## src/design/tssm_pkg.sv

```systemverilog
// Package for the tensor scalar min/max stream: beat types, field widths,
// mode and register codes, and the tuple component selection helpers.
// No dependencies.
package tssm_pkg;

    localparam int CW        = 32;        // component width, Q16.16
    localparam int NUM_COMPS = 9;
    localparam int NUM_LANES = 6;
    localparam int OPW       = CW + 1;    // lane operand (differences need one more bit)
    localparam int SQW       = 2 * OPW;   // lane square
    localparam int RADW      = SQW + 2;   // radicand after summing and scaling
    localparam int ROOTW     = CW - 1;    // root bits below the saturation point
    localparam int IDXW      = 24;
    localparam int CNTW      = 25;

    localparam logic signed [CW-1:0] Q_MAX = {1'b0, {(CW-1){1'b1}}};
    localparam logic signed [CW-1:0] Q_MIN = {1'b1, {(CW-1){1'b0}}};
    localparam logic [CNTW-1:0]      COUNT_MAX = {CNTW{1'b1}};

    // derivation modes
    localparam logic [1:0] MODE_SINGLE = 2'd0;
    localparam logic [1:0] MODE_MAG    = 2'd1;
    localparam logic [1:0] MODE_VM     = 2'd2;

    // configuration register indices
    localparam logic [2:0] CFG_MODE = 3'd0;
    localparam logic [2:0] CFG_SEL  = 3'd1;
    localparam logic [2:0] CFG_XX   = 3'd2;
    localparam logic [2:0] CFG_YY   = 3'd3;
    localparam logic [2:0] CFG_ZZ   = 3'd4;
    localparam logic [2:0] CFG_XY   = 3'd5;
    localparam logic [2:0] CFG_YZ   = 3'd6;
    localparam logic [2:0] CFG_ZX   = 3'd7;

    // stress tensor slots
    localparam int T_XX = 0;
    localparam int T_YY = 1;
    localparam int T_ZZ = 2;
    localparam int T_XY = 3;
    localparam int T_YZ = 4;
    localparam int T_ZX = 5;

    typedef logic signed [CW-1:0] t_comp_arr [NUM_COMPS];

    typedef struct packed {
        logic signed [CW-1:0] comp0;
        logic signed [CW-1:0] comp1;
        logic signed [CW-1:0] comp2;
        logic signed [CW-1:0] comp3;
        logic signed [CW-1:0] comp4;
        logic signed [CW-1:0] comp5;
        logic signed [CW-1:0] comp6;
        logic signed [CW-1:0] comp7;
        logic signed [CW-1:0] comp8;
        logic [NUM_COMPS-1:0] nonfinite_mask;
        logic                 last_tuple;
    } t_in_beat;

    typedef struct packed {
        logic signed [CW-1:0] derived_value;
        logic                 value_valid;
        logic [IDXW-1:0]      tuple_index;
        logic signed [CW-1:0] running_minimum;
        logic signed [CW-1:0] running_maximum;
        logic [IDXW-1:0]      minimum_index;
        logic [IDXW-1:0]      maximum_index;
        logic [CNTW-1:0]      ignored_count;
        logic                 no_valid_value;
        logic                 last_result;
    } t_out_beat;

    // root unit status
    typedef struct packed {
        logic busy;
        logic done;
    } t_root_stat;

    // component usable: index in range and finite
    function automatic logic pick_ok(logic [NUM_COMPS-1:0] mask, logic [3:0] idx);
        logic ok;
        ok = 1'b0;
        for (int i = 0; i < NUM_COMPS; i++) begin
            if (idx == 4'(i)) ok = !mask[i];
        end
        return ok;
    endfunction

    function automatic logic signed [CW-1:0] pick_val(t_comp_arr c, logic [3:0] idx);
        logic signed [CW-1:0] v;
        v = '0;
        for (int i = 0; i < NUM_COMPS; i++) begin
            if (idx == 4'(i)) v = c[i];
        end
        return v;
    endfunction

endpackage

```

## src/design/tssm_lane.sv

```systemverilog
// One squaring lane: registered square of a signed operand's magnitude.
// Depends on tssm_pkg.
module tssm_lane import tssm_pkg::*; (
    input  logic                  i_clk,
    input  logic                  i_load,
    input  logic signed [OPW-1:0] i_operand,
    output logic [SQW-1:0]        o_square
);
    logic [OPW-1:0] mag;
    logic [SQW-1:0] r_sq;

    // magnitude fits OPW bits unsigned, even for the most negative value
    assign mag = i_operand[OPW-1] ? OPW'(~i_operand + 1'b1) : OPW'(i_operand);

    always_ff @(posedge i_clk) begin
        if (i_load) r_sq <= SQW'(mag) * SQW'(mag);
    end

    assign o_square = r_sq;
endmodule

```

## config.mk

```make
export PLATFORM = sky130hd
export DESIGN_NAME = tssm_lane
export DESIGN_NICKNAME = d
export VERILOG_FILES = /design/src/design/tssm_pkg.sv /design/src/design/tssm_lane.sv
export SDC_FILE = /design/constraint.sdc
export NUM_CORES = 2
export LEC_CHECK = 0
export BUFFER_PORTS_ARGS = -buffer_cell sky130_fd_sc_hd__buf_2
export CORE_MARGIN = 4
export CORE_UTILIZATION = 69
export CTS_CLUSTER_SIZE = 40
export DETAILED_ROUTE_END_ITERATION = 16
export HOLD_SLACK_MARGIN = 0.08
export PLACE_DENSITY_LB_ADDON = 0.25
export SETUP_SLACK_MARGIN = 0.4
export SYNTH_ARGS = -nofsm -noshare
export SYNTH_HDL_FRONTEND = slang
export SYNTH_SLANG_ARGS = --single-unit
```

## constraint.sdc

```tcl
create_clock -name i_clk -period 38.7 [get_ports i_clk]
set_clock_uncertainty 0.1 [all_clocks]
set_input_delay 7.74 -clock i_clk [delete_from_list [all_inputs] [get_ports i_clk]]
set_output_delay 7.74 -clock i_clk [all_outputs]
set_load 0.005 [all_outputs]
```

==> impl_results.md <==
* CP startpoint kind: primary input
* Beginning of the critical path: i_operand[0]
* CTS Sinks at 65
* Req. time, crit path at 38.69 ns
* Synthesized area at 32600 µm²
* YS warnings at 0
* Most frequent cells in the layout: inv_1 (1137), fa_1 (864), nand2_1 (304)
* Mapped Cells at 3460
* Hold Fails Final Rpt at 0
* CP Capture Point: o_square[61]
* # IOs at 101
* Clk root buf: clkbuf_16
* Number of port buffers at 99
* DRC violations left at 0
* RSZ-0062 raised after global routing: no
* Initial antenna violation count at 0
* WP data arrival at 20.02 ns
* ANT nets after route at 0
* Initial DRC Count at 2045
* Pin count of the biggest net entering global routing at 66
* Setup violators final at 0
* Slew HR at 14.9%
* GRT Total Usage at 38.6%
* Share of layout cells above drive strength 1 at 5.65%
* Leading cell type in the layout, fill and taps excluded: inv_1
* Hold crit path type: in -> reg
* Clk pin slew, worst setup/hold paths at 0.06 ns
* CTS tree: done
* Hold-fix buffers at CTS at 0
* Clock Tree Buf Depth at 2
* Die outline height at 226 µm
* Setup tns final at 0 ns
* Yosys cell types at 66
* Initial Utilization at 70.0%
* Period utilization at 51.8%
* Die footprint at 50900 µm²
* Core Rows at 79
* Via density at 5.73
* Vias in the first global route at 27199
* Final-report max-slew violation count at 0
* CP peak stage delay at 0.77 ns
* Mean Syn Cell Area at 9.44 µm²
* Gr ovfl total at 0
* Core Footprint at 46700 µm²
* First-pass GRT wire length at 148000 µm
* Number of post-CTS setup repair buffers at 0
* Post-synth top area share at 53.0%
* Via count at 23765
* FMAX at 49.9 MHz
* Cts bufs inserted at 9
* Synth Flop Type: edfxtp_1
* Post-Route WL at 93000 µm
* CP dominant cell by count: fa_1
* Resize count post-CTS at 0
* Worst Tran Pin Value at 1.28 ns
* GPL Wtd Cong at 1.01
* Slowest CP cell: clkinv_1
* Drt first pass iters at 6
* Crit-path max FO at 19
* Area Overhead vs Synth at 5.29%
* Area leader, netlist: fa_1
* Top cells by area, synth: fa_1 (53%), inv_1 (13%), ha_1 (10%)
* Status: finished clean
* WL per Instance at 22.4 µm
* Critical path class: in -> reg
* NumNets Final at 4694
* Die W at 226 µm
* ANT cells at 0
* Synthesized flop and latch total at 65
* Share of flip-flops with an asynchronous set or reset at 0%
* Flip-flop count of the largest register after layout at 65
* Number of synthesized flops with an enable pin at 65
* Post-route minimum period at 20.03 ns
* # H-tree levels at 3
* HPWL after detailed placement at 76700 µm
* # Max-Cap Violations at 0
* Setup crit end kind: flip-flop
* Seq/Total Area, Yosys at 5.98%
[metrics by stage]
step                utilization [%]  hold slack, ns  worst slack (ns)  area (µm²)  std cells
floorplan                         -            7.74             20.60       32700       3484
global placement               73.0            8.03             18.74       34100       4130
detailed placement             73.0            8.03             18.53       34100       4130
CTS                            73.7            7.81             18.87       34400       4146
global route                   73.7            7.81             18.18       34400       4146
finish                         73.7            7.82             18.67       34400       4146
[worst min-delay path by stage]
| stage | from | endpoint | cells after the start |
|---|---|---|---|
| after floorplan | i_operand[0] | o_square[0] | 0 |
| after global placement | o_square[30] | o_square[30] | 1 |
| after detailed placement | o_square[38] | o_square[38] | 1 |
| after CTS | i_operand[0] | o_square[0] | 1 |
| after global routing | i_operand[0] | o_square[0] | 1 |
| final | i_operand[0] | o_square[0] | 1 |
[final cells by class]
type	instances	area [µm²]
clock buffers	10	229
multi-input cells	2167	26200
repair buffers	143	826
inverters	1148	4310
fillers	3462	12300
flip-flops and latches	65	1950
clock inverters	6	92.6
well taps	607	759
[routing by layer]
layer  global-route usage (%)  share of wire (%)  up-vias
met2                     64.5                 49     1271
li1                         -                  -    10052
met1                     47.5                 34    12110
met4                     21.6                7.2        0
met3                     7.82                9.3      332
met5                        0                  0        -
[cell usage after synthesis (5+ instances only)]
master	number
o21bai_1	8
a21oi_1	59
clkinv_1	9
nor2_1	263
and3_1	7
a221oi_1	5
nand2_1	304
xor2_1	42
and2_1	9
o31ai_1	6
nor2b_1	6
nand2b_1	11
ha_1	261
xnor2_1	60
o31a_1	7
edfxtp_1	65
o21a_1	12
clkbuf_1	85
a21o_1	40
buf_2	12
a21boi_0	6
nand4_1	14
inv_1	1137
a31oi_1	7
o21ai_0	48
fa_1	864
nor3_1	11
or4_1	7
a211oi_1	9
nand3_1	11
nand2_4	7
[cell families after synthesis]
group	count (synthesis)	synth area share [%]
AO/OA/AOI/OAI	239	4.83
XOR/XNOR	105	2.92
adder cells (fa/ha/maj)	1125	63.0
buffers and inverters	1252	14.5
flip-flops	65	5.98
multiplexers	1	0.0345
other	2	0.0230
AND/OR/NAND/NOR	671	8.70
[critical path: cells and delay by family]
family / cells / cell delay [ns]
AO/OA/AOI/OAI: 9 / 3.07
XOR/XNOR: 2 / 0.24
adder cells (fa/ha/maj): 10 / 4.46
buffers and inverters: 8 / 2.11
AND/OR/NAND/NOR: 6 / 2.36
Power is not shown: default switching activity piles up to over one toggle a cycle in this logic, so the estimate is an artifact.
