--- src/design/tssm_pkg.sv ---
// Package for the tensor scalar min/max stream: beat types, field widths,
// mode and register codes, and the tuple component selection helpers.
// No dependencies.
package tssm_pkg;

    localparam int CW        = 32;        // component width, Q16.16
    localparam int NUM_COMPS = 9;
    localparam int NUM_LANES = 6;
    localparam int OPW       = CW + 1;    // lane operand (differences need one more bit)
    localparam int SQW       = 2 * OPW;   // lane square
    localparam int RADW      = SQW + 2;   // radicand after summing and scaling
    localparam int ROOTW     = CW - 1;    // root bits below the saturation point
    localparam int IDXW      = 24;
    localparam int CNTW      = 25;

    localparam logic signed [CW-1:0] Q_MAX = {1'b0, {(CW-1){1'b1}}};
    localparam logic signed [CW-1:0] Q_MIN = {1'b1, {(CW-1){1'b0}}};
    localparam logic [CNTW-1:0]      COUNT_MAX = {CNTW{1'b1}};

    // derivation modes
    localparam logic [1:0] MODE_SINGLE = 2'd0;
    localparam logic [1:0] MODE_MAG    = 2'd1;
    localparam logic [1:0] MODE_VM     = 2'd2;

    // configuration register indices
    localparam logic [2:0] CFG_MODE = 3'd0;
    localparam logic [2:0] CFG_SEL  = 3'd1;
    localparam logic [2:0] CFG_XX   = 3'd2;
    localparam logic [2:0] CFG_YY   = 3'd3;
    localparam logic [2:0] CFG_ZZ   = 3'd4;
    localparam logic [2:0] CFG_XY   = 3'd5;
    localparam logic [2:0] CFG_YZ   = 3'd6;
    localparam logic [2:0] CFG_ZX   = 3'd7;

    // stress tensor slots
    localparam int T_XX = 0;
    localparam int T_YY = 1;
    localparam int T_ZZ = 2;
    localparam int T_XY = 3;
    localparam int T_YZ = 4;
    localparam int T_ZX = 5;

    typedef logic signed [CW-1:0] t_comp_arr [NUM_COMPS];

    typedef struct packed {
        logic signed [CW-1:0] comp0;
        logic signed [CW-1:0] comp1;
        logic signed [CW-1:0] comp2;
        logic signed [CW-1:0] comp3;
        logic signed [CW-1:0] comp4;
        logic signed [CW-1:0] comp5;
        logic signed [CW-1:0] comp6;
        logic signed [CW-1:0] comp7;
        logic signed [CW-1:0] comp8;
        logic [NUM_COMPS-1:0] nonfinite_mask;
        logic                 last_tuple;
    } t_in_beat;

    typedef struct packed {
        logic signed [CW-1:0] derived_value;
        logic                 value_valid;
        logic [IDXW-1:0]      tuple_index;
        logic signed [CW-1:0] running_minimum;
        logic signed [CW-1:0] running_maximum;
        logic [IDXW-1:0]      minimum_index;
        logic [IDXW-1:0]      maximum_index;
        logic [CNTW-1:0]      ignored_count;
        logic                 no_valid_value;
        logic                 last_result;
    } t_out_beat;

    // root unit status
    typedef struct packed {
        logic busy;
        logic done;
    } t_root_stat;

    // component usable: index in range and finite
    function automatic logic pick_ok(logic [NUM_COMPS-1:0] mask, logic [3:0] idx);
        logic ok;
        ok = 1'b0;
        for (int i = 0; i < NUM_COMPS; i++) begin
            if (idx == 4'(i)) ok = !mask[i];
        end
        return ok;
    endfunction

    function automatic logic signed [CW-1:0] pick_val(t_comp_arr c, logic [3:0] idx);
        logic signed [CW-1:0] v;
        v = '0;
        for (int i = 0; i < NUM_COMPS; i++) begin
            if (idx == 4'(i)) v = c[i];
        end
        return v;
    endfunction

endpackage

--- src/design/tssm_merge.sv ---
// Merging stage: combines the lane squares into the root radicand.
// Depends on tssm_pkg.
module tssm_merge import tssm_pkg::*; (
    input  logic [SQW-1:0]  i_squares [NUM_LANES],
    input  logic            i_vm,
    output logic [RADW-1:0] o_radicand
);
    logic [RADW-1:0] normal_sum;
    logic [RADW-1:0] shear_sum;

    always_comb begin
        normal_sum = RADW'(i_squares[0]) + RADW'(i_squares[1]) + RADW'(i_squares[2]);
        shear_sum  = RADW'(i_squares[3]) + RADW'(i_squares[4]) + RADW'(i_squares[5]);
        // von Mises: half the normal part (always even) plus three times shear
        if (i_vm) o_radicand = (normal_sum >> 1) + shear_sum + (shear_sum << 1);
        else      o_radicand = normal_sum;
    end
endmodule

--- config.mk ---
export PLATFORM = sky130hd
export DESIGN_NAME = tssm_merge
export DESIGN_NICKNAME = d
export VERILOG_FILES = /design/src/design/tssm_pkg.sv /design/src/design/tssm_merge.sv
export SDC_FILE = /design/constraint.sdc
export NUM_CORES = 1
export LEC_CHECK = 0
export BUFFER_PORTS_ARGS = -buffer_cell sky130_fd_sc_hd__clkbuf_2
export CAP_MARGIN = 40
export CELL_PAD_IN_SITES_DETAIL_PLACEMENT = 1
export CELL_PAD_IN_SITES_GLOBAL_PLACEMENT = 1
export CORE_ASPECT_RATIO = 0.6
export CORE_MARGIN = 2
export CORE_UTILIZATION = 25
export DETAILED_ROUTE_END_ITERATION = 8
export MAX_ROUTING_LAYER = met4
export PLACE_DENSITY = 0.55
export SYNTH_ARGS = -nofsm -noshare
export SYNTH_HDL_FRONTEND = slang
export SYNTH_SLANG_ARGS = --single-unit
--- constraint.sdc ---
create_clock -name vclk -period 8.4
set_input_delay 0 -clock vclk [all_inputs]
set_output_delay 0 -clock vclk [all_outputs]
set_load 0.01 [all_outputs]
==> flow_metrics.py <==
metrics = {
    "layout": {
        "num_antenna_cells": 0,
        "final_common_cell": "clkbuf_2",
        "final_cell_mix": "464 x clkbuf_2, 233 x a21oi_1, 201 x fa_1",
        "seq_area_um2": 0,
        "fillers": 7854,
        "nets": 3172,
        "n_clock_buffer": 0,
        "stdcell_count": 3226,
        "layout-drive-gt1-share_pct": 22.82,
        "syn_to_final_growth_pct": 18.83,
        "nFlopsAndLatches": 0,
    },
    "place": {
        "gp_congestion": 0.9295,
        "io_buffers": 465,
        "hpwl_mm": 62.96,
        "dp_cells": 3225,
    },
    "routing": {
        "ant_nets": 0,
        "wirelength_mm": 68.75,
        "drc": 0,
        "drt_iter0_markers": 967,
        "firstDrtPassIters": 5,
        "vias_per_cell": 5.161,
        "wire_per_inst_um": 21.31,
        "num_vias": 16650,
    },
    "grt": {
        "antenna_found_initial": 0,
        "grt_max_degree": 46,
        "top_usage_layer": "met1",
        "met1_usage_pct": 33.29,
        "track_usage_pct": 20.40,
        "grt_pass1_wl_mm": 105.3,
        "grt_pass1_vias": 17620,
        "grtUsageMet2_pct": 27.11,
        "grt_overflow_total": 0,
        "grtUsageMet3_pct": 2.053,
    },
    "floorplanning": {
        "die_h_um": 201.9,
        "initial_core_util_pct": 25.30,
        "die_x_um": 333.8,
        "fp-row-count": 72,
        "dieArea_um2": 67400,
        "ios": 465,
        "core_area_um2": 64500,
    },
    "critical_path": {
        "cp.buffers_inverters": 7,
        "cpMostUsedCell": "inv_1",
        "worst_ep_required_time_ns": 8.40,
        "max_stage_delay_ns": 0.54,
        "cp.arrival_ns": 7.38,
        "crit_fanout": 5,
        "cp-start-kind": "input port",
        "crit_type": "in2out",
        "path_depth": 33,
        "critPathSlowestCell": "fa_1",
        "endpoint_kind": "output pin",
        "crit_family": "simple AND/OR/NAND/NOR gates",
    },
    "yosys": {
        "synth_xor_xnor_area_share_pct": 10.24,
        "synth_top_family_by_area": "adder cells",
        "synth_nets": 2787,
        "synth.distinct_cells": 92,
        "synth-seq-area-share_pct": 0,
        "synth_warnings": 0,
        "synth_fa_ha_area_share_pct": 39.76,
        "synth-simple-area-share_pct": 13.78,
        "synth_compound_area_share_pct": 28.99,
        "postSynthCellCount": 1992,
        "syn_area_um2": 16320,
        "synthMuxAreaShare_pct": 2.461,
        "avgSynthCellArea_um2": 8.192,
    },
    "timing": {
        "worst_slew_pin_slew_ns": 0.9711,
        "hold_violations": 0,
        "timing.slew.headroom_pct": 34.70,
        "maxSlewViolCount": 0,
        "setup_viol": 0,
        "tns_ns": 0,
        "fin_crit_sh_pct": 87.81,
        "holdWs_ns": 0.5111,
        "fmax_ghz": 0.1356,
        "fin_crit_ns": 7.376,
        "rsz0062_at_grt": "no",
    },
    "min_path": {
        "min_path_type": "in2out",
        "min_path_cells": 5,
    },
    "clock_network": {
        "cts.repair.resized": 0,
        "cts_setup_buffers": 0,
        "ctsHoldBuffers": 0,
    },
    "status": {
        "run_status": "finished, final reports clean",
    },
    "job": {
        "max_cap_viol_count": 0,
    },
}
==> layer usage <==
metal / share of wire (%) / vias up / wire, um
li1: - / 7994 / -
met1: 56 / 8246 / 38180
met2: 38 / 382 / 26440
met3: 5.1 / 26 / 3474
met4: 0.95 / 0 / 652
met5: 0 / - / 0
==> final timing paths <==
path / startpoint / to / slack [ns]
max: i_squares[1] / o_radicand[65] / 1.02
min: i_squares[330] / o_radicand[0] / 0.51
==> cell families (layout without fill, tap and decap cells) <==
| family | after synthesis | count (layout) |
|---|---|---|
| AO/OA/AOI/OAI | 707 | 707 |
| multiplexers | 36 | 36 |
| buffers and inverters | 201 | 584 |
| XOR/XNOR | 190 | 190 |
| adder cells (fa/ha/maj) | 398 | 398 |
| AND/OR/NAND/NOR | 460 | 460 |
==> layout make-up <==
type / instances / area (um2) / share of cell area [%]
well taps: 851 / 1065 / 5.491
inverters: 116 / 435.4 / 2.245
repair buffers: 468 / 2350 / 12.12
multi-input cells: 1791 / 15540 / 80.15
==> per-stage QoR <==
stage	cell area [um2]	worst slack, ns	util, %
after global routing	19390	0.6346	30.06
after floorplan	16320	2.240	-
after global placement	19380	1.276	30.05
after CTS	19380	1.042	30.05
after detailed placement	19380	1.063	30.05
final	19390	1.024	30.06
==> Yosys cell counts (all sizes together) (12+ instances only) <==
master / n / share of area [%]
a211oi: 12 / 0.64
a21o: 140 / 6.4
a21oi: 239 / 7.5
a31oi: 15 / 0.67
and3: 18 / 0.69
clkbuf: 74 / 1.7
fa: 201 / 25
ha: 197 / 15
inv: 115 / 2.6
mux2: 33 / 2.3
nand2: 153 / 3.5
nand2b: 13 / 0.50
nand3: 30 / 0.92
nand4: 55 / 2.1
nor2: 91 / 2.1
nor2b: 19 / 0.73
nor3: 25 / 0.77
nor4: 12 / 0.50
o211ai: 13 / 0.60
o21a: 14 / 0.69
o21ai: 118 / 3.7
o21bai: 47 / 2.2
o31ai: 16 / 0.86
xnor2: 120 / 6.4
xor2: 70 / 3.8
Power is not shown: default switching activity piles up to over one toggle a cycle in this logic, so the estimate is an artifact.
