$ cat config.mk
export PLATFORM = sky130hd
export DESIGN_NAME = tssm_root
export DESIGN_NICKNAME = d
export VERILOG_FILES = /design/src/design/tssm_pkg.sv /design/src/design/tssm_root.sv
export SDC_FILE = /design/constraint.sdc
export NUM_CORES = 2
export LEC_CHECK = 0
export BUFFER_PORTS_ARGS = -buffer_cell sky130_fd_sc_hd__buf_2
export CORE_MARGIN = 2
export CORE_UTILIZATION = 36
export CTS_BUF_LIST = sky130_fd_sc_hd__clkbuf_8
export DETAILED_ROUTE_END_ITERATION = 8
export HOLD_SLACK_MARGIN = 0.1
export SLEW_MARGIN = 20
export SYNTH_ARGS = -nofsm -noshare
export SYNTH_HDL_FRONTEND = slang
export SYNTH_SLANG_ARGS = --single-unit
$ cat constraint.sdc
create_clock -name i_clk -period 23.2 [get_ports i_clk]
set_input_delay 0 -clock i_clk [delete_from_list [all_inputs] [get_ports i_clk]]
set_output_delay 0 -clock i_clk [all_outputs]
set_load 0.01 [all_outputs]
$ cat src/design/tssm_pkg.sv
// Package for the tensor scalar min/max stream: beat types, field widths,
// mode and register codes, and the tuple component selection helpers.
// No dependencies.
package tssm_pkg;

    localparam int CW        = 32;        // component width, Q16.16
    localparam int NUM_COMPS = 9;
    localparam int NUM_LANES = 6;
    localparam int OPW       = CW + 1;    // lane operand (differences need one more bit)
    localparam int SQW       = 2 * OPW;   // lane square
    localparam int RADW      = SQW + 2;   // radicand after summing and scaling
    localparam int ROOTW     = CW - 1;    // root bits below the saturation point
    localparam int IDXW      = 24;
    localparam int CNTW      = 25;

    localparam logic signed [CW-1:0] Q_MAX = {1'b0, {(CW-1){1'b1}}};
    localparam logic signed [CW-1:0] Q_MIN = {1'b1, {(CW-1){1'b0}}};
    localparam logic [CNTW-1:0]      COUNT_MAX = {CNTW{1'b1}};

    // derivation modes
    localparam logic [1:0] MODE_SINGLE = 2'd0;
    localparam logic [1:0] MODE_MAG    = 2'd1;
    localparam logic [1:0] MODE_VM     = 2'd2;

    // configuration register indices
    localparam logic [2:0] CFG_MODE = 3'd0;
    localparam logic [2:0] CFG_SEL  = 3'd1;
    localparam logic [2:0] CFG_XX   = 3'd2;
    localparam logic [2:0] CFG_YY   = 3'd3;
    localparam logic [2:0] CFG_ZZ   = 3'd4;
    localparam logic [2:0] CFG_XY   = 3'd5;
    localparam logic [2:0] CFG_YZ   = 3'd6;
    localparam logic [2:0] CFG_ZX   = 3'd7;

    // stress tensor slots
    localparam int T_XX = 0;
    localparam int T_YY = 1;
    localparam int T_ZZ = 2;
    localparam int T_XY = 3;
    localparam int T_YZ = 4;
    localparam int T_ZX = 5;

    typedef logic signed [CW-1:0] t_comp_arr [NUM_COMPS];

    typedef struct packed {
        logic signed [CW-1:0] comp0;
        logic signed [CW-1:0] comp1;
        logic signed [CW-1:0] comp2;
        logic signed [CW-1:0] comp3;
        logic signed [CW-1:0] comp4;
        logic signed [CW-1:0] comp5;
        logic signed [CW-1:0] comp6;
        logic signed [CW-1:0] comp7;
        logic signed [CW-1:0] comp8;
        logic [NUM_COMPS-1:0] nonfinite_mask;
        logic                 last_tuple;
    } t_in_beat;

    typedef struct packed {
        logic signed [CW-1:0] derived_value;
        logic                 value_valid;
        logic [IDXW-1:0]      tuple_index;
        logic signed [CW-1:0] running_minimum;
        logic signed [CW-1:0] running_maximum;
        logic [IDXW-1:0]      minimum_index;
        logic [IDXW-1:0]      maximum_index;
        logic [CNTW-1:0]      ignored_count;
        logic                 no_valid_value;
        logic                 last_result;
    } t_out_beat;

    // root unit status
    typedef struct packed {
        logic busy;
        logic done;
    } t_root_stat;

    // component usable: index in range and finite
    function automatic logic pick_ok(logic [NUM_COMPS-1:0] mask, logic [3:0] idx);
        logic ok;
        ok = 1'b0;
        for (int i = 0; i < NUM_COMPS; i++) begin
            if (idx == 4'(i)) ok = !mask[i];
        end
        return ok;
    endfunction

    function automatic logic signed [CW-1:0] pick_val(t_comp_arr c, logic [3:0] idx);
        logic signed [CW-1:0] v;
        v = '0;
        for (int i = 0; i < NUM_COMPS; i++) begin
            if (idx == 4'(i)) v = c[i];
        end
        return v;
    endfunction

endpackage

$ cat src/design/tssm_root.sv
// Bit-serial floor square root, one root bit per cycle, with saturation.
// Depends on tssm_pkg.
module tssm_root import tssm_pkg::*; (
    input  logic            i_clk,
    input  logic            i_rst_n,
    input  logic            i_start,
    input  logic [RADW-1:0] i_radicand,
    output t_root_stat      o_stat,
    output logic [CW-1:0]   o_root
);
    logic [2*ROOTW-1:0] r_rad;
    logic [ROOTW-1:0]   r_root;
    logic [4:0]         r_bit;
    logic               r_sat;
    logic               r_busy;
    logic               r_done;
    logic [ROOTW-1:0]   cand;
    logic [2*ROOTW-1:0] cand_sq;

    assign cand    = r_root | (ROOTW'(1) << r_bit);
    assign cand_sq = (2*ROOTW)'(cand) * (2*ROOTW)'(cand);

    // control
    always_ff @(posedge i_clk) begin
        if (!i_rst_n) begin
            r_busy <= 1'b0;
            r_done <= 1'b0;
        end else begin
            r_done <= 1'b0;
            if (i_start) begin
                r_busy <= 1'b1;
            end else if (r_busy && r_bit == 5'd0) begin
                r_busy <= 1'b0;
                r_done <= 1'b1;
            end
        end
    end

    // datapath; a radicand at or above 2^(2*ROOTW) saturates
    always_ff @(posedge i_clk) begin
        if (i_start) begin
            r_sat  <= |i_radicand[RADW-1:2*ROOTW];
            r_rad  <= i_radicand[2*ROOTW-1:0];
            r_root <= '0;
            r_bit  <= 5'(ROOTW - 1);
        end else if (r_busy) begin
            if (cand_sq <= r_rad) r_root <= cand;
            r_bit <= r_bit - 5'd1;
        end
    end

    assign o_stat.busy = r_busy;
    assign o_stat.done = r_done;
    assign o_root      = r_sat ? CW'(Q_MAX) : CW'(r_root);
endmodule
==> run summary <==
CP endpoint kind: flip-flop
Async set-reset flop share out of synthesis: 0%
Share of the synthesized area in the top cell type: 46.40%
TNS Setup: 0 ps
Worst Path Class, Setup: reg -> reg
Register area: 0.002653 mm²
Post-route ant nets: 0
EDFF count, synth: 63
Iteration-0 DRC Markers: 1994
Htree depth: 3
Multiplexer area fraction after synthesis: 0.06970%
Arrival time worst endpoint: 11910 ps
Site Rows: 109
Area fraction in compound gates after synthesis: 6.834%
Synthesized instance count: 3478
Setup-failing EPs final: 0
Hold path endpoint: r_rad[49]
Worst flop-to-flop path startpoint: r_bit[2]
Main combinational cell family by area after synthesis: adder cells
Seq cells post-synth: 101
DIE WIDTH: 303.6 µm
I/O Buffers: 103
Final hold vios: 0
Syn_nets: 4622
Commonest non-fill, non-tap cells in the layout: 1024 x inv_1, 749 x fa_1, 324 x ha_1
PostCTS Resize Cnt: 0
Multi-input gate area: 0.02521 mm²
Full die area: 0.09217 mm²
DP Worst Slack: 11800 ps
Routed WL: 95.21 mm
FF-to-FF setup slack: 11600 ps
DPL Wire Length: 77.96 mm
RSZ-0062 raised after global routing: no
Hold depth: 2
Area of the core: 0.08865 mm²
Commonest non-fill, non-tap cell in the layout: inv_1
Adder-cell area share of the yosys netlist: 58.95%
GRT overflow: 0
Largest net degree at the start of global routing: 91
Crit path launch type: flip-flop
CTS sink count: 101
Worst min path class: in -> reg
DRT Pass-1 Iters: 6
Slew @ Worst Pin: 1047 ps
Num CTS Buffers: 9
Simple-gate share of the synthesized area: 9.882%
Synth area leaders: fa_1 46%, ha_1 13%, inv_1 12%
Fillers: 8941
Aggregate global-route resource usage: 21.49%
CP dominant cell by count: fa_1
Leak: 19.39 nW
Worst reg2reg endpoint: r_root[21]
Synthesized area: 0.03231 mm²
Synth Area in XOR/XNOR: 2.141%
Worst r2r path cells: 37
Final Skew: 19.20 ps
Critical Path Max Stage Delay: 720 ps
Post-route DRC: 0
Max Buffers Root-to-Sink: 2
Maximum capacitance violations: 0
Setup WS post-layout: 11600 ps
Routed vias: 23.77k
Largest area contributor in the netlist: fa_1
Fmax: 0.08619 GHz
Minimum clock period: 11600 ps
Final Cycle Share: 50.01%
Max transition margin: 30.09%
Layout Nets: 4734
Status: completed
Crit-path max FO: 31
Routed WL per cell: 19.99 µm
GPL Wtd Cong: 0.9945
Initial antenna violation count: 1
Initial Util: 36.45%
Clk_lat worst skew: 470 ps
Critical-path top delay cell: nor2_1
Avg Cell Area, Syn: 9.290 µm²
Via density: 4.990
CTS tree: yes
Reg clk slew, reported paths: 130 ps
Layout cells sized above 1: 7.288%
Sequential element share of the synthesized area: 8.209%
# IOs: 105
Syn-to-layout area delta: 8.395%
Critical path data required time: 23510 ps
Ys flop type: edfxtp_1
Clk Tree Root Cell: clkbuf_8
Max-slew violations: 0
HP Start: i_radicand[49]
Max IR drop VDD: 0.00002700 V
First-pass GRT wire length: 147.6 mm
Distinct cells, synth: 85
PD cells: 12.71 mW/mm²
Vias in the first global route: 25.43k
Die Y: 303.6 µm
Syn. warnings: 0
==> cells by family after synthesis <==
group,after synthesis
XOR/XNOR,79
AND/OR/NAND/NOR,742
multiplexers,2
AO/OA/AOI/OAI,323
flip-flops,101
buffers and inverters,1157
other,1
adder cells (fa/ha/maj),1073
==> worst max path at each step <==
stage | startpoint | endpoint
after floorplan | r_bit[0] | r_root[1]
after global placement | r_bit[0] | r_root[18]
after detailed placement | r_bit[0] | r_root[3]
after CTS | r_bit[0] | r_root[6]
after global routing | r_bit[0] | r_root[3]
final | r_bit[2] | r_root[21]
==> critical path, delay by kind of cell (launching register included) <==
kind	cells	cell delay, ps
flip-flops	1	390
adder cells (fa/ha/maj)	10	4450
buffers and inverters	6	1520
XOR/XNOR	1	160
AND/OR/NAND/NOR	8	2250
AO/OA/AOI/OAI	12	2640
==> registers in the layout, indices dropped and copies added, names as in the netlist <==
signal  cells
r_sat       1
r_bit       5
r_busy      1
r_rad      62
r_root     31
r_done      1
==> per-stage QoR <==
stage          instances  instance area [µm²]   power, W  hold WS, ps  utilization, %
2_1_floorplan       3478                32310  0.0002688        98.87               -
3_3_place_gp        4677                34140  0.0003142        175.9           38.51
3_5_place_dp        4677                34140  0.0003150        178.1           38.51
4_1_cts             4760                35010  0.0004490        176.9           39.50
5_1_grt             4760                35020  0.0004649        210.6           39.50
6_report            4763                35020  0.0004452        224.5           39.51
==> cell type report <==
| class | count | share of cell area (%) |
|---|---|---|
| clock inverters | 7 | 0.2251 |
| diodes | 3 | 0.02143 |
| repair buffers | 228 | 4.648 |
| inverters | 1030 | 11.04 |
| well taps | 1165 | 4.162 |
| multi-input cells | 2220 | 71.98 |
| clock buffers | 9 | 0.3537 |
| flip-flops and latches | 101 | 7.573 |
==> routing by layer <==
layer	part of all wire (%)	vias to the layer above	GRT usage, %	routed length [µm]
met4	3.8	4	6.804	3622
met2	47	1008	34.98	44400
met3	9.3	157	4.391	8808
met1	40	12024	28.79	38350
met5	0.028	-	0	27
li1	-	10572	-	-
==> what timing repair did <==
item / in CTS / in global routing
endpoints found under the hold margin: 75 / 0
hold buffers: 67 / 0
buffers inserted: 0 / 0
==> power by group <==
| part | total (W) | internal [W] | switching (W) |
|---|---|---|---|
| combinational | 0.000115 | 0.0000436 | 0.0000711 |
| sequential | 0.000207 | 0.000202 | 0.00000462 |
| clock | 0.000124 | 0.0000427 | 0.0000811 |
==> Yosys cell counts, drive strengths merged, types with 11 or more instances <==
cell type  count
nand3         22
a21oi         93
a21o          69
or2           35
buf           24
xor2          27
nor3          11
nand2        324
clkbuf       103
edfxtp        63
fa           749
ha           324
xnor2         52
o21bai        12
a31oi         22
o21ai         34
nand4         35
nor2         262
dfxtp         38
o22ai         34
inv         1024
No activity file was read; power rests on OpenSTA's default activity.
